### src/rtl/cpps_ram.sv
// ----------------------------------------------------------------------------
// cpps_ram
// Simple dual-port RAM: one write port, one read port, registered read data.
// ----------------------------------------------------------------------------
module cpps_ram #(
   parameter int WIDTH = 32,
   parameter int DEPTH = 64,
   localparam int AW = (DEPTH > 1) ? $clog2(DEPTH) : 1
) (
   input  logic             clock,
   input  logic             we,
   input  logic [AW-1:0]    waddr,
   input  logic [WIDTH-1:0] wdata,
   input  logic             re,
   input  logic [AW-1:0]    raddr,
   output logic [WIDTH-1:0] rdata
);

   logic [WIDTH-1:0] mem [DEPTH];

   always_ff @(posedge clock) begin
      if (we)
         mem[waddr] <= wdata;
      if (re)
         rdata <= mem[raddr];
   end

endmodule
### config.mk
export PLATFORM = sky130hd
export DESIGN_NAME = cpps_ram
export DESIGN_NICKNAME = d
export VERILOG_FILES = /design/src/rtl/cpps_ram.sv
export SDC_FILE = /design/constraint.sdc
export NUM_CORES = 2
export LEC_CHECK = 0
export ABC_AREA = 0
export BUFFER_PORTS_ARGS = -buffer_cell sky130_fd_sc_hd__buf_2
export CAP_MARGIN = 25
export CORE_ASPECT_RATIO = 0.7
export CORE_MARGIN = 2
export CORE_UTILIZATION = 55
export DETAILED_ROUTE_END_ITERATION = 7
export PLACE_DENSITY = 0.71
export SLEW_MARGIN = 20
export SYNTH_ARGS = -nofsm -noshare
export SYNTH_HDL_FRONTEND = slang
export SYNTH_SLANG_ARGS = --single-unit
### constraint.sdc
create_clock -name clock -period 12.5 [get_ports clock]
set_input_delay 2.5 -clock clock [delete_from_list [all_inputs] [get_ports clock]]
set_output_delay 2.5 -clock clock [all_outputs]
set_load 0.005 [all_outputs]
==> key figures <==
Synthesis
  • Yosys cell types: 33
  • Top-area cell type share of the netlist area: 79.2%
  • Flops & latches, synth: 2080
  • Post-synth EDFFs: 2080
  • Syn nets: 3371
  • Synth warn: 0
  • Mean Syn Cell Area: 23.7 um2
  • Post-Syn Area: 78800 um2
  • Most common cell in the synthesized netlist: edfxtp_1
  • Async set or reset register ratio after synthesis: 0%
  • Synthesized instance count: 3324
  • Synth top cells by count: 2080 x edfxtp_1, 544 x mux4_2, 137 x nor2_1
  • Area leader, netlist: edfxtp_1
  • Sequential-to-total area share from yosys stat: 79.2%
  • Top FF cell, synth: edfxtp_1
  • Area contributors post-synth: edfxtp_1 79%, mux4_2 16%, mux2i_1 1.2%

Floorplanning
  • Chip width: 457 um
  • Die height: 321 um
  • Placeable Area: 143000 um2
  • Row cnt: 116
  • Die area: 146000 um2
  • Initial Util: 55.3%
  • Io pins: 79

Clock tree
  • Post-CTS Setup Inserts: 0
  • Clock-pin slew on the worst setup and hold paths: 60 ps
  • Worst-Skew Late Latency: 790 ps
  • Longest Clk Path Bufs: 3
  • CTS tree: built
  • H-tree level count: 4
  • Clock sinks: 2080
  • CTS buffer count: 175
  • CTS hold repair buffers: 0
  • Post-CTS sizing: 0
  • CTS Root Cell: clkbuf_16

Finish
  • Register Area: 62500 um2
  • Area of the multi-input gates: 16000 um2
  • Layout cell share with drive strength beyond 1: 29.0%
  • Synthesis-to-layout area growth: 11.6%
  • Final design utilization: 61.6%
  • Nets: 3556
  • Filler cells: 9396

Worst setup path
  • Sum of buffers and inverters on the critical path: 3
  • CP max-delay cell: buf_12
  • Critical Path Sink: rdata[27]
  • Setup CP Type: in2reg
  • R2r endpoint: rdata[10]
  • Worst Setup SP: raddr[0]
  • CP max stage delay: 690 ps
  • Critical Path, Cell by Cell: buf_8, buf_4, buf_12, mux4_2, mux4_2, o22ai_1, nor2_1
  • Worst r2r path cells: 5
  • Startpoint Class: input pin
  • Worst R2R Start: mem[42][10]
  • Critical path depth in cells: 7
  • Cell mode on critical path: mux4_2
  • Crit path max-delay family: buffers and inverters
  • CP max FO: 104
  • Worst EP required: 13020 ps
  • Crit path DAT: 5920 ps
  • Reg2reg setup slack: 10120 ps
  • CP Capture Type: flop

Global route
  • Largest net degree at the start of global routing: 105
  • First-pass GRT wire length: 276000 um
  • Overflow after GRT: 0
  • GRT Total Usage: 27.1%
  • Vias in the first global route: 36400
  • Antenna violations before repair: 15

Drt
  • DR vias: 37500
  • TritonRoute pass-1 iters: 6
  • Post-Route WL: 196000 um
  • Drt drc: 0
  • Initial DRC Count: 6270
  • Final ANT Viol Nets: 0
  • Wire length per cell: 35.3 um
  • Vias per inst: 6.75

Timing
  • Slew @ Worst Pin: 1050 ps
  • Relative slew margins: 30.3%
  • Min cycle time layout: 5400 ps
  • Final setup viols: 0
  • Fin worst setup slack: 7100 ps
  • RSZ-0062 raised after global routing: no
  • Skew final: 17.8 ps
  • Max-slew violations: 0
  • Final Cycle Share: 43.2%
  • Fmax achieved: 185 MHz
  • Fin Setup TNS: 0 ps
  • Fin. Hold Viols: 0

Placement
  • Routability cong.: 0.791
  • Worst slack at placement: 6200 ps
  • Detailed placement HPWL: 103000 um
  • I/O Buffers: 78

Pwr
  • Final Total Pwr: 13.9 mW
  • Peak VDD IR: 0.157 mV
  • Leak: 27.1 nW
  • Switch share: 20.7%
  • Combinational power share: 4.8%
  • Pwr Density: 158 nW/um2
  • Psw: 2.88 mW
  • Reg power frac: 55.8%
  • Internal Power: 11.0 mW
  • Clock share of power: 39.4%

Job
  • Max-Cap Viols: 0

Hold path
  • Worst min-delay path class: reg2reg

Status
  • Status: finished clean
==> cells in the final DEF, fill, tap and decap left out, drive strengths merged, types with 4 or more instances in the layout <==
cell type and n:
diode 11, buf 190, or3b 5, a41o 4, a311oi 8, mux4 544
nand2b 8, a21oi 62, inv 4, a22oi 12, nor2 137, nor3 7
and3 4, nand3 5, edfxtp 2080, clkinvlp 9, nor2b 15, nand3b 5
clkinv 78, mux2i 93, o221ai 27, o32ai 4, clkbuf 210, nand2 26
o22ai 84, bufinv 19
==> final cells by class <==
class,instances,area share [%]
flip-flops and latches,2080,71.0
multi-input cells,1062,18.2
clock buffers,210,5.30
well taps,1888,2.69
repair buffers,190,1.64
clock inverters,110,1.16
diodes,11,0.0313
==> stage by stage <==
stage	cell area (um2)	hold slack, ps	std cells
after floorplan	78800	750	3324
after global routing	87900	866	5545
after detailed placement	82100	822	5218
after CTS	87800	825	5538
final	87900	827	5551
after global placement	82100	777	5215
==> metal layers <==
metal	wire length (um)	part of all wire (%)	global-route usage (%)	vias up
met4	5040	2.6	7.74	8
met5	45	0.023	0	-
met3	26400	13	8.29	299
met2	89000	45	39.6	2564
met1	75400	38	40.1	19900
li1	-	-	-	14700
==> worst min-delay path: cells and delay by family, from the launching register on <==
family,cells,cell delay [ps]
compound gates,1,90
mux,1,70
simple gates,2,220
flops,1,320
==> logic make-up (layout without fill, tap and decap cells) <==
group | count (synthesis) | in the layout | synth area share [%]
mux | 637 | 637 | 16.7
compound gates | 202 | 202 | 1.67
simple gates | 223 | 223 | 1.26
other cells | 0 | 11 | 0
buf+inv | 182 | 510 | 1.12
flops | 2080 | 2080 | 79.2
==> worst min path at each step <==
stage | startpoint | endpoint | slack [ps] | cells after the start
6_report | mem[13][17] | rdata[17] | 830 | 4
2_1_floorplan | mem[12][17] | rdata[17] | 750 | 4
5_1_grt | mem[12][20] | rdata[20] | 870 | 4
3_5_place_dp | mem[29][8] | rdata[8] | 820 | 4
4_1_cts | mem[12][20] | rdata[20] | 830 | 4
3_3_place_gp | mem[12][20] | rdata[20] | 780 | 4
==> registers in the layout, summed over array words and instances (netlist names) <==
register and count:
mem 2048, rdata 32
==> power by group through the flow <==
stage | Sequential (mW) | Combinational, mW | Clock, mW
2_1_floorplan | 7.90 | 0.376 | 0
3_3_place_gp | 7.92 | 0.651 | 0
3_5_place_dp | 7.92 | 0.665 | 0
4_1_cts | 7.77 | 0.666 | 5.53
5_1_grt | 7.76 | 0.707 | 5.80
6_report | 7.76 | 0.670 | 5.48
Note: power is estimated with default switching activity, not from simulation.
